`src/sv/mnca_pkg.sv`:
```
// Shared types and constants for the MIDI note channel allocator.
// No dependencies; imported by every module of the block.
package mnca_pkg;

   localparam int CHANNEL_COUNT_DEF = 16;
   localparam int QUEUE_DEPTH       = 2;
   localparam int QUEUE_PTR_W       = 1;
   localparam int QUEUE_CNT_W       = 2;

   localparam logic [7:0]  STATUS_VOICE_LO = 8'h80;
   localparam logic [7:0]  STATUS_VOICE_HI = 8'hB0;
   localparam logic [13:0] BEND_CENTRE     = 14'd8192;

   localparam logic [3:0] KIND_NOTE_OFF = 4'h8;
   localparam logic [3:0] KIND_NOTE_ON  = 4'h9;
   localparam logic [3:0] KIND_TOUCH    = 4'hA;
   localparam logic [3:0] KIND_WHEEL    = 4'hE;

   typedef enum logic [2:0] {
      OP_PASS,
      OP_NOTE_ON,
      OP_NOTE_OFF,
      OP_TOUCH,
      OP_DROP
   } op_type;

   // One classified message waiting for the back end.
   typedef struct packed {
      op_type      op;
      logic [7:0]  status;
      logic [6:0]  data_one;  // raw data byte for pass-through, retuned note for voice
      logic [6:0]  data_two;
      logic [13:0] bend;
   } entry_type;

endpackage

```
`src/sv/midi_note_channel_allocator.sv`:
```
// MIDI per-note channel allocator. Each transfer on the req_ port carries one
// short MIDI message and its retuned pitch; note-ons take the lowest free
// output channel (preceded by a pitch-wheel message when the bend is off
// centre), note-offs and poly aftertouch go to the channel holding the same
// pitch, and non-voice messages pass through unchanged. The front end takes
// one message per cycle into a two-entry queue while it has room; the back
// end retires one per cycle unless the result port stalls, holding a note-on
// with off-centre bend at the head while the single result register carries
// the pitch wheel and the note in turn. Unmapped or unroutable voice messages
// produce no result. Depends on mnca_pkg, mnca_front, mnca_queue, mnca_back.
module midi_note_channel_allocator
   import mnca_pkg::*;
#(
   parameter int CHANNEL_COUNT = CHANNEL_COUNT_DEF
) (
   input  logic        clock,
   input  logic        reset,
   input  logic        req_valid,
   output logic        req_ready,
   input  logic [7:0]  req_status_byte,
   input  logic [6:0]  req_data_one,
   input  logic [6:0]  req_data_two,
   input  logic        req_pitch_mapped,
   input  logic [6:0]  req_pitch_note,
   input  logic [13:0] req_pitch_bend,
   output logic        rsp_valid,
   input  logic        rsp_ready,
   output logic [7:0]  rsp_out_status,
   output logic [6:0]  rsp_out_data_one,
   output logic [6:0]  rsp_out_data_two,
   output logic        rsp_last
);

   logic      push_valid;
   logic      push_ready;
   entry_type push_entry;
   logic      head_valid;
   logic      head_pop;
   entry_type head_entry;

   mnca_front u_front (
      .req_valid        (req_valid),
      .req_ready        (req_ready),
      .req_status_byte  (req_status_byte),
      .req_data_one     (req_data_one),
      .req_data_two     (req_data_two),
      .req_pitch_mapped (req_pitch_mapped),
      .req_pitch_note   (req_pitch_note),
      .req_pitch_bend   (req_pitch_bend),
      .push_valid       (push_valid),
      .push_entry       (push_entry),
      .push_ready       (push_ready)
   );

   mnca_queue u_queue (
      .clock      (clock),
      .reset      (reset),
      .push_valid (push_valid),
      .push_entry (push_entry),
      .push_ready (push_ready),
      .head_valid (head_valid),
      .head_entry (head_entry),
      .head_pop   (head_pop)
   );

   mnca_back #(
      .CHANNEL_COUNT (CHANNEL_COUNT)
   ) u_back (
      .clock            (clock),
      .reset            (reset),
      .head_valid       (head_valid),
      .head_entry       (head_entry),
      .head_pop         (head_pop),
      .rsp_valid        (rsp_valid),
      .rsp_ready        (rsp_ready),
      .rsp_out_status   (rsp_out_status),
      .rsp_out_data_one (rsp_out_data_one),
      .rsp_out_data_two (rsp_out_data_two),
      .rsp_last         (rsp_last)
   );

endmodule

```
`src/sv/mnca_front.sv`:
```
// Front end: classifies incoming messages and hands them to the queue.
// Depends on mnca_pkg.
module mnca_front
   import mnca_pkg::*;
(
   input  logic        req_valid,
   output logic        req_ready,
   input  logic [7:0]  req_status_byte,
   input  logic [6:0]  req_data_one,
   input  logic [6:0]  req_data_two,
   input  logic        req_pitch_mapped,
   input  logic [6:0]  req_pitch_note,
   input  logic [13:0] req_pitch_bend,
   output logic        push_valid,
   output entry_type   push_entry,
   input  logic        push_ready
);

   op_type op;
   logic   is_voice;

   assign is_voice = (req_status_byte >= STATUS_VOICE_LO) &&
                     (req_status_byte <  STATUS_VOICE_HI);

   always_comb begin
      priority if (!is_voice) begin
         op = OP_PASS;
      end else if (!req_pitch_mapped) begin
         op = OP_DROP;
      end else if (req_status_byte[7:4] == KIND_NOTE_ON && req_data_two != 7'd0) begin
         op = OP_NOTE_ON;
      end else if (req_status_byte[7:4] == KIND_TOUCH) begin
         op = OP_TOUCH;
      end else begin
         // note-off, or note-on with zero velocity
         op = OP_NOTE_OFF;
      end
   end

   always_comb begin
      push_entry.op       = op;
      push_entry.status   = req_status_byte;
      push_entry.data_one = is_voice ? req_pitch_note : req_data_one;
      push_entry.data_two = req_data_two;
      push_entry.bend     = req_pitch_bend;
   end

   // dropped messages are taken and never queued
   assign req_ready  = push_ready;
   assign push_valid = req_valid && (op != OP_DROP);

endmodule

```
`src/sv/mnca_queue.sv`:
```
// Short FIFO between the classifier and the channel allocation back end.
// Depends on mnca_pkg.
module mnca_queue
   import mnca_pkg::*;
(
   input  logic      clock,
   input  logic      reset,
   input  logic      push_valid,
   input  entry_type push_entry,
   output logic      push_ready,
   output logic      head_valid,
   output entry_type head_entry,
   input  logic      head_pop
);

   entry_type               mem_ff [QUEUE_DEPTH];
   logic [QUEUE_PTR_W-1:0]  wr_ptr_ff;
   logic [QUEUE_PTR_W-1:0]  rd_ptr_ff;
   logic [QUEUE_CNT_W-1:0]  count_ff;
   logic                    do_push;
   logic                    do_pop;

   assign push_ready = (count_ff != QUEUE_CNT_W'(QUEUE_DEPTH));
   assign head_valid = (count_ff != '0);
   assign head_entry = mem_ff[rd_ptr_ff];
   assign do_push    = push_valid && push_ready;
   assign do_pop     = head_pop && head_valid;

   always_ff @(posedge clock) begin
      if (do_push) begin
         mem_ff[wr_ptr_ff] <= push_entry;
      end
   end

   always_ff @(posedge clock) begin
      if (reset) begin
         wr_ptr_ff <= '0;
         rd_ptr_ff <= '0;
         count_ff  <= '0;
      end else begin
         if (do_push) begin
            wr_ptr_ff <= (wr_ptr_ff == QUEUE_PTR_W'(QUEUE_DEPTH - 1)) ? '0 : wr_ptr_ff + 1'b1;
         end
         if (do_pop) begin
            rd_ptr_ff <= (rd_ptr_ff == QUEUE_PTR_W'(QUEUE_DEPTH - 1)) ? '0 : rd_ptr_ff + 1'b1;
         end
         unique case ({do_push, do_pop})
            2'b10:   count_ff <= count_ff + 1'b1;
            2'b01:   count_ff <= count_ff - 1'b1;
            default: count_ff <= count_ff;
         endcase
      end
   end

endmodule

```
`src/sv/mnca_back.sv`:
```
// Back end: holds the per-channel pitch slots, allocates and frees
// channels and drives the registered result port. Depends on mnca_pkg.
module mnca_back
   import mnca_pkg::*;
#(
   parameter int CHANNEL_COUNT = CHANNEL_COUNT_DEF
) (
   input  logic       clock,
   input  logic       reset,
   input  logic       head_valid,
   input  entry_type  head_entry,
   output logic       head_pop,
   output logic       rsp_valid,
   input  logic       rsp_ready,
   output logic [7:0] rsp_out_status,
   output logic [6:0] rsp_out_data_one,
   output logic [6:0] rsp_out_data_two,
   output logic       rsp_last
);

   localparam int CH_W = (CHANNEL_COUNT > 1) ? $clog2(CHANNEL_COUNT) : 1;

   typedef enum logic {
      ST_FIRST,
      ST_SECOND
   } state_type;

   state_type          state_ff;
   logic [CH_W-1:0]    chan_ff;
   logic               busy_ff [CHANNEL_COUNT];
   logic [6:0]         note_ff [CHANNEL_COUNT];
   logic [13:0]        bend_ff [CHANNEL_COUNT];
   logic               rsp_valid_ff;
   logic [7:0]         rsp_status_ff;
   logic [6:0]         rsp_data_one_ff;
   logic [6:0]         rsp_data_two_ff;
   logic               rsp_last_ff;

   logic               out_free;
   logic               step;
   logic               rsp_load;
   logic               free_hit;
   logic [CH_W-1:0]    free_ch;
   logic               match_hit;
   logic [CH_W-1:0]    match_ch;
   logic               bend_off_centre;
   logic [3:0]         kind;

   assign out_free        = !rsp_valid_ff || rsp_ready;
   assign step            = out_free && head_valid;
   assign kind            = head_entry.status[7:4];
   assign bend_off_centre = (head_entry.bend != BEND_CENTRE);

   // lowest free channel and lowest matching busy channel
   always_comb begin
      free_hit  = 1'b0;
      free_ch   = '0;
      match_hit = 1'b0;
      match_ch  = '0;
      for (int i = CHANNEL_COUNT - 1; i >= 0; i--) begin
         if (!busy_ff[i]) begin
            free_hit = 1'b1;
            free_ch  = CH_W'(i);
         end
         if (busy_ff[i] && note_ff[i] == head_entry.data_one &&
             bend_ff[i] == head_entry.bend) begin
            match_hit = 1'b1;
            match_ch  = CH_W'(i);
         end
      end
   end

   // this step puts a new result into the output register
   assign rsp_load = step && ((state_ff == ST_SECOND) ||
                              (head_entry.op == OP_PASS) ||
                              (head_entry.op == OP_NOTE_ON && free_hit) ||
                              ((head_entry.op == OP_NOTE_OFF || head_entry.op == OP_TOUCH) &&
                               match_hit));

   // a note-on with off-centre bend stays at the queue head until ST_SECOND loads the note
   assign head_pop = step && !(state_ff == ST_FIRST && head_entry.op == OP_NOTE_ON &&
                               free_hit && bend_off_centre);

   always_ff @(posedge clock) begin
      if (reset) begin
         state_ff     <= ST_FIRST;
         rsp_valid_ff <= 1'b0;
         for (int i = 0; i < CHANNEL_COUNT; i++) begin
            busy_ff[i] <= 1'b0;
         end
      end else begin
         if (rsp_load) begin
            rsp_valid_ff <= 1'b1;
         end else if (rsp_ready) begin
            rsp_valid_ff <= 1'b0;
         end
         if (step) begin
            unique case (state_ff)
               ST_SECOND: begin
                  rsp_status_ff   <= {kind, 4'(chan_ff)};
                  rsp_data_one_ff <= head_entry.data_one;
                  rsp_data_two_ff <= head_entry.data_two;
                  rsp_last_ff     <= 1'b1;
                  state_ff        <= ST_FIRST;
               end
               ST_FIRST: begin
                  unique case (head_entry.op)
                     OP_PASS: begin
                        rsp_status_ff   <= head_entry.status;
                        rsp_data_one_ff <= head_entry.data_one;
                        rsp_data_two_ff <= head_entry.data_two;
                        rsp_last_ff     <= 1'b1;
                     end
                     OP_NOTE_ON: begin
                        if (free_hit) begin
                           busy_ff[free_ch] <= 1'b1;
                           note_ff[free_ch] <= head_entry.data_one;
                           bend_ff[free_ch] <= head_entry.bend;
                           if (bend_off_centre) begin
                              rsp_status_ff   <= {KIND_WHEEL, 4'(free_ch)};
                              rsp_data_one_ff <= head_entry.bend[6:0];
                              rsp_data_two_ff <= head_entry.bend[13:7];
                              rsp_last_ff     <= 1'b0;
                              chan_ff         <= free_ch;
                              state_ff        <= ST_SECOND;
                           end else begin
                              rsp_status_ff   <= {kind, 4'(free_ch)};
                              rsp_data_one_ff <= head_entry.data_one;
                              rsp_data_two_ff <= head_entry.data_two;
                              rsp_last_ff     <= 1'b1;
                           end
                        end
                     end
                     OP_NOTE_OFF, OP_TOUCH: begin
                        if (match_hit) begin
                           if (head_entry.op == OP_NOTE_OFF) begin
                              busy_ff[match_ch] <= 1'b0;
                           end
                           rsp_status_ff   <= {kind, 4'(match_ch)};
                           rsp_data_one_ff <= head_entry.data_one;
                           rsp_data_two_ff <= head_entry.data_two;
                           rsp_last_ff     <= 1'b1;
                        end
                     end
                     default: begin
                        // dropped messages never reach the queue
                     end
                  endcase
               end
               default: state_ff <= ST_FIRST;
            endcase
         end
      end
   end

   assign rsp_valid        = rsp_valid_ff;
   assign rsp_out_status   = rsp_status_ff;
   assign rsp_out_data_one = rsp_data_one_ff;
   assign rsp_out_data_two = rsp_data_two_ff;
   assign rsp_last         = rsp_last_ff;

endmodule

```
`config.mk`:
```
export PLATFORM = sky130hd
export DESIGN_NAME = midi_note_channel_allocator
export DESIGN_NICKNAME = d
export VERILOG_FILES = /design/src/sv/mnca_pkg.sv /design/src/sv/midi_note_channel_allocator.sv /design/src/sv/mnca_front.sv /design/src/sv/mnca_queue.sv /design/src/sv/mnca_back.sv
export SDC_FILE = /design/constraint.sdc
export NUM_CORES = 1
export LEC_CHECK = 0
export BUFFER_PORTS_ARGS = -buffer_cell sky130_fd_sc_hd__buf_2
export CAP_MARGIN = 25
export CORE_MARGIN = 8
export CORE_UTILIZATION = 40
export DETAILED_ROUTE_END_ITERATION = 8
export GPL_ROUTABILITY_DRIVEN = 0
export GPL_TIMING_DRIVEN = 0
export PLACE_DENSITY = 0.57
export SETUP_SLACK_MARGIN = 0.5
export SYNTH_ARGS = -nofsm -noshare
export SYNTH_HDL_FRONTEND = slang
export SYNTH_SLANG_ARGS = --single-unit
export TNS_END_PERCENT = 30
```
`constraint.sdc`:
```
create_clock -name clock -period 3.71 [get_ports clock]
set_input_delay 0.1855 -clock clock [delete_from_list [all_inputs] [get_ports clock]]
set_output_delay 0.1855 -clock clock [all_outputs]
set_load 0.02 [all_outputs]
```
### After elaboration in Yosys (flattened, before gate mapping)

Memories as Yosys holds them, arrays and structs flattened. A register that Yosys moved wholly into a read port is not among the register bits.
Index checks and enable logic that the tools add are counted.

| cells by class | value |
|---|---|
| $add $sub $neg | 4 |
| order comparisons | 2 |
| equal/unequal tests | 45 |
| muxes and demuxes | 123 |
| bitwise operators | 2 |
| reductions and logical operators | 62 |

Operator list:

| operator | number |
|---|---|
| == test 14 bit | 16 |
| 2-to-1 mux 4 bit | 34 |
| == test 7 bit | 16 |
| 2-to-1 mux 1 bit | 66 |
| 2-to-1 mux 7 bit | 7 |
| logical AND 1 bit | 45 |
| case mux 7 bit (3 select lines) | 2 |
| case mux 7 bit (2 select lines) | 2 |
| 2-to-1 mux 8 bit | 3 |
| case mux 8 bit (3 select lines) | 1 |
| case mux 8 bit (2 select lines) | 1 |
| != test 14 bit, second input constant | 1 |
| 2-to-1 mux 3 bit | 3 |
| == test 4 bit, second input constant | 2 |
| >= comparator 8 bit, second input constant | 1 |
| < comparator 8 bit, second input constant | 1 |
| nonzero test 7 bit | 1 |
| == test 3 x 2 -> 1 bit, second input constant | 2 |
| != test 3 x 2 -> 1 bit, second input constant | 2 |
| AND reduction 6 bit | 1 |
| nonzero test 2 bit | 3 |
| logical OR 1 bit | 5 |
| AND reduction 5 bit | 1 |
| != test 4 x 2 -> 1 bit, second input constant | 1 |
| other kinds (16) | 21 |

| word-level totals | value |
|---|---|
| register bits | 33 |
| bits in writable memories | 430 |
| output and inout bits | 25 |
| word-level logic and storage cells | 252 |
| memories kept | 4 |

Memory list:

| memory | depth | width | rd ports | clocked after memory_dff | write ports | RTL line | RTL |
|---|---|---|---|---|---|---|---|
| u_back.bend_ff | 16 | 14 | 16 | 0 | 1 | mnca_back.sv:32 | `logic [13:0] bend_ff [CHANNEL_COUNT];` |
| u_back.note_ff | 16 | 7 | 16 | 0 | 1 | mnca_back.sv:31 | `logic [6:0] note_ff [CHANNEL_COUNT];` |
| u_queue.mem_ff | 2 | 39 | 1 | 1 | 1 | mnca_queue.sv:16 | `entry_type mem_ff [QUEUE_DEPTH];` |
| u_back.busy_ff | 16 | 1 | 16 | 0 | 16 | mnca_back.sv:30 | `logic busy_ff [CHANNEL_COUNT];` |

### Logic depth before layout (Yosys ltp)

An unclocked memory read counts as a cell.

| logic depth | value |
|---|---|
| word-level depth | 28 |
| mapped depth | 15 |
| mapped depth without buffers | 11 |

### Cells and area by module

Synthesis repeated with hierarchy kept, for this count alone.

| unflattened totals | value |
|---|---|
| cells, all modules | 1473 |
| area total of the unflattened synthesis | 21197.8 µm² |

Modules (own cells, without submodules):

| module | instances | cells an instance | area an instance (µm²) | seq. area each (µm²) |
|---|---|---|---|---|
| mnca_back | 1 | 1278 | 17789.6 | 11421.0 |
| mnca_queue | 1 | 145 | 3026.7 | 2442.3 |
| mnca_front | 1 | 50 | 381.6 | 0.0 |

### Worst setup path before layout

OpenSTA, ideal clock, no wires.

| timing | value |
|---|---|
| path type | register to register |
| from | reg with a tool-made name |
| to | reg u_back.rsp_last_ff, in the netlist u_back.rsp_last (enable) |
| setup time | 383 ps |
| arrival | 3433 ps |
| required time | 3327 ps |
| slack | -106 ps |
| cell stages (with the launch flop) | 12 |
| path buffers | 3 |
| period minus slack after synthesis | 3816 ps |
| cell sequence | dfxtp_1 buf_6 buf_6 mux2i_1 buf_4 xnor2_1 or4_1 nor4b_1 nor4_1 and4_4 a2111oi_2 o31a_1 |

RTL lines:

| what | RTL line | RTL |
|---|---|---|
| end signal: assignment | mnca_back.sv:103 | `rsp_last_ff <= 1'b1;` |
| end signal: assignment | mnca_back.sv:112 | `rsp_last_ff <= 1'b1;` |
| end signal: assignment | mnca_back.sv:123 | `rsp_last_ff <= 1'b0;` |
| end: declaration | mnca_back.sv:37 | `logic rsp_last_ff;` |

==> results.ini <==
[run_status]
outcome = complete, but fails checks
violations = negative setup slack

[route]
ant_nets = 0
drt-pass1-iter-count = 7
drc = 0
drt_iter0_markers = 1732
vias = 14842
wirelength_mm = 73.0
vias_per_cell = 5.74
wl_per_cell_um = 28.3

[die]
die_y_um = 245
dieArea_um2 = 60300
die_w_um = 245
std_cell_rows = 84
start_util_pct = 40.2
core_area_um2 = 52300
io_pins = 73

[timing]
period_needed_ns = 3.98
fmax_ghz = 0.251
worst_slack_ns = -0.269
finClkSkew_ns = 0.0270
slew_headroom_pct = 24.8
drv_slew = 0
setup_viol = 43
worst_pin_slew_ns = 1.13
finalHoldViolations = 0
rsz0062_at_grt = yes
finalCritPeriodShare_pct = 107

[critical_path]
worstPathMaxFanout = 8
worst_ep_required_time_ns = 3.99
reg2reg_slack_ns = -0.27
worstSetupPathType = register to register
crit_path_end = u_back.busy_ff[5]
critPathLaunchType = register
rr_endpoint = u_back.busy_ff[5]
reg2regPathDepth = 14
end_kind = register
cp.arrival_ns = 4.25

[power]
seqPwrFrac_pct = 35.1
powerDensity_nw_per_um2 = 629
p_clk_share_pct = 26.7
p_sw_share_pct = 33.5
power_frac_comb_pct = 38.2
power.leakage_nw = 9.68
vdd_drop_max_mv = 0.396
p_switching_w = 0.00616
intPower_w = 0.0122

[finish]
nFillCells = 4117
area_growth_pct = 39.0
final_common_cell = edfxtp_1
fin_area_um2 = 29300
fin_util_pct = 55.9
fin_nets = 1904
final_cell_mix = 457 x edfxtp_1, 297 x xnor2_1, 147 x buf_4, 112 x nor4_1, 74 x buf_2
drive_above_1_share_pct = 35.6

[synth]
avgSynthCellArea_um2 = 14.7
synth_top_family_by_area = XOR/XNOR gates
synthFlopType = edfxtp_1
syn-num-nets = 1482
synth_cell_types = 74
synth_simple_gate_area_share_pct = 11.5
yosysWarnings = 0
synth_area_um2 = 21100
synth_xor_area_share_pct = 14.2
ys_seq_area_share_pct = 65.8
async_flop_share_pct = 0
synth-compound-area-share_pct = 3.34
synthAdderAreaFrac_pct = 0.0594
synth.area.mux_share_pct = 2.37
ys_ff_latch = 464
synth_edf_count = 457
synth_cells = 1433

[job]
maxCapViolations = 0

[clock_tree]
clk_pin_slew_ns = 0.06
cts_buffers = 49
clock-sinks = 464
clk_path_buf_depth = 3
worstSkewPairLatency_ns = 0.60
ctsHtreeMaxLevel = 2
cts_root_buf = clkbuf_16
cts_tree = built

[grt]
grt_max_degree = 22
antenna_found_initial = 1
grt_usage_pct = 23.3
grt_overflow_total = 0
grt_pass1_vias = 14438
grt_pass1_wl_mm = 101

[placed_design]
portBuffers = 72
place_hpwl_mm = 44.0
placed_area_um2 = 23000

[worst_hold_path]
hold_path.class = input pin to register

worst max-delay path, stage by stage (launching register included):
cell,delay [ns]
dfxtp_2,0.34
buf_8,0.15
buf_12,0.16
mux2i_2,0.23
buf_6,0.20
buf_12,0.18
xnor2_2,0.10
nor4_2,0.24
nand4_1,0.21
nor4b_4,0.40
and3b_2,0.28
o221a_1,0.25
o31ai_2,0.28
o211ai_1,0.32
a22oi_1,0.29
what timing repair did:
| item | CTS | global route |
|---|---|---|
| pin swaps | 95 | 87 |
| setup buffers | 154 | 52 |
| endpoints found under the setup margin | 417 | 359 |
| hold buffers | 45 | 0 |
| gates resized for setup | 291 | 94 |
| cloned | 12 | 1 |
| hold endpoints to repair | 79 | 0 |
power by group through the flow:
stage               registers, W  clock network, W  logic [W]
finish                   0.00645           0.00492    0.00703
global route             0.00646           0.00514    0.00724
CTS                      0.00644           0.00496    0.00642
detailed placement       0.00654                 0    0.00471
global placement         0.00656                 0    0.00442
floorplan                0.00658                 0    0.00267
synth_stat cells, types with 4 or more instances:
library cell | instances | area (um2)
a21boi_0 | 4 | 30.0
a21oi_1 | 23 | 115
a22oi_1 | 12 | 90.1
a31oi_1 | 5 | 31.3
and3_1 | 4 | 25.0
and4_1 | 7 | 61.3
buf_4 | 24 | 180
buf_6 | 17 | 191
clkbuf_1 | 8 | 30.0
dfxtp_1 | 7 | 140
edfxtp_1 | 457 | 13700
inv_1 | 35 | 131
mux2_2 | 9 | 101
mux2i_1 | 36 | 360
nand2_1 | 20 | 75.1
nand2b_1 | 8 | 50.1
nand3_1 | 14 | 70.1
nand4_1 | 36 | 225
nor2_1 | 76 | 285
nor2b_1 | 7 | 43.8
nor3_1 | 8 | 40.0
nor4_1 | 142 | 888
nor4b_1 | 16 | 140
nor4b_2 | 6 | 90.1
o211ai_1 | 4 | 30.0
o21ai_0 | 8 | 40.0
o21ai_1 | 4 | 20.0
o21ai_2 | 4 | 35.0
or2_2 | 5 | 31.3
or3_1 | 4 | 25.0
or4_1 | 20 | 150
xnor2_1 | 331 | 2900
xor2_1 | 8 | 70.1
cell type report:
class	instances	area, um2	area share (%)
flip-flops and latches	464	13900	47.4
multi-input cells	886	8350	28.5
repair buffers	364	3700	12.6
clock buffers	57	1300	4.44
well taps	688	861	2.94
plain buffers	54	763	2.61
clock inverters	32	282	0.962
inverters	36	144	0.492
diodes	4	10.0	0.0342
cell families (layout without fill, tap and decap cells):
group,Yosys count,after routing
compound gates,98,101
flops,464,464
xor+xnor,340,340
fa+ha+maj,1,1
other cells,0,4
simple gates,393,397
buf+inv,90,543
mux,47,47
how the worst min path moves through the flow:
stage / startpoint / depth (start not counted) / to
CTS: reset / 3 / u_queue.count_ff[0]
global route: reset / 4 / u_back.chan_ff[3]
global placement: req_pitch_bend[1] / 1 / u_queue.mem_ff[1][1]
detailed placement: req_status_byte[3] / 1 / u_queue.mem_ff[1][31]
finish: reset / 4 / u_back.chan_ff[3]
floorplan: req_pitch_bend[0] / 0 / u_queue.mem_ff[0][0]
state kept, by name (all words and copies together) (netlist names), named ones only:
name,cells
u_back.rsp_out_status,8
u_queue.count_ff,2
u_back.bend_ff,224
u_back.rsp_valid,1
u_back.rsp_last,1
u_back.chan_ff,4
u_queue.mem_ff,78
u_back.busy_ff,16
u_queue.rd_ptr_ff,1
u_back.rsp_out_data_two,7
u_back.rsp_out_data_one,7
u_back.state_ff,1
u_queue.wr_ptr_ff,1
u_back.note_ff,112
metal layers:
metal | vias to the layer above | global-route usage, % | share of wire, %
met5 | - | 0 | 0
met4 | 0 | 10.0 | 4.2
met3 | 185 | 3.75 | 8.7
met2 | 790 | 36.9 | 47
met1 | 7494 | 31.7 | 40
li1 | 6373 | - | -
stage by stage:
step           setup WS [ns]  hold WS [ns]  setup TNS [ns]  std cells  power [W]
2_1_floorplan          0.313         0.284               0       1433    0.00924
3_3_place_gp           -1.31         0.373         -486.43       2193     0.0110
3_5_place_dp          -0.802         0.377          -96.00       2226     0.0113
4_1_cts              -0.0430         0.183          -0.187       2526     0.0178
5_1_grt               -0.308         0.205           -8.59       2581     0.0188
6_report              -0.269         0.205           -4.38       2585     0.0184
Power figures use the tool's default switching activity.
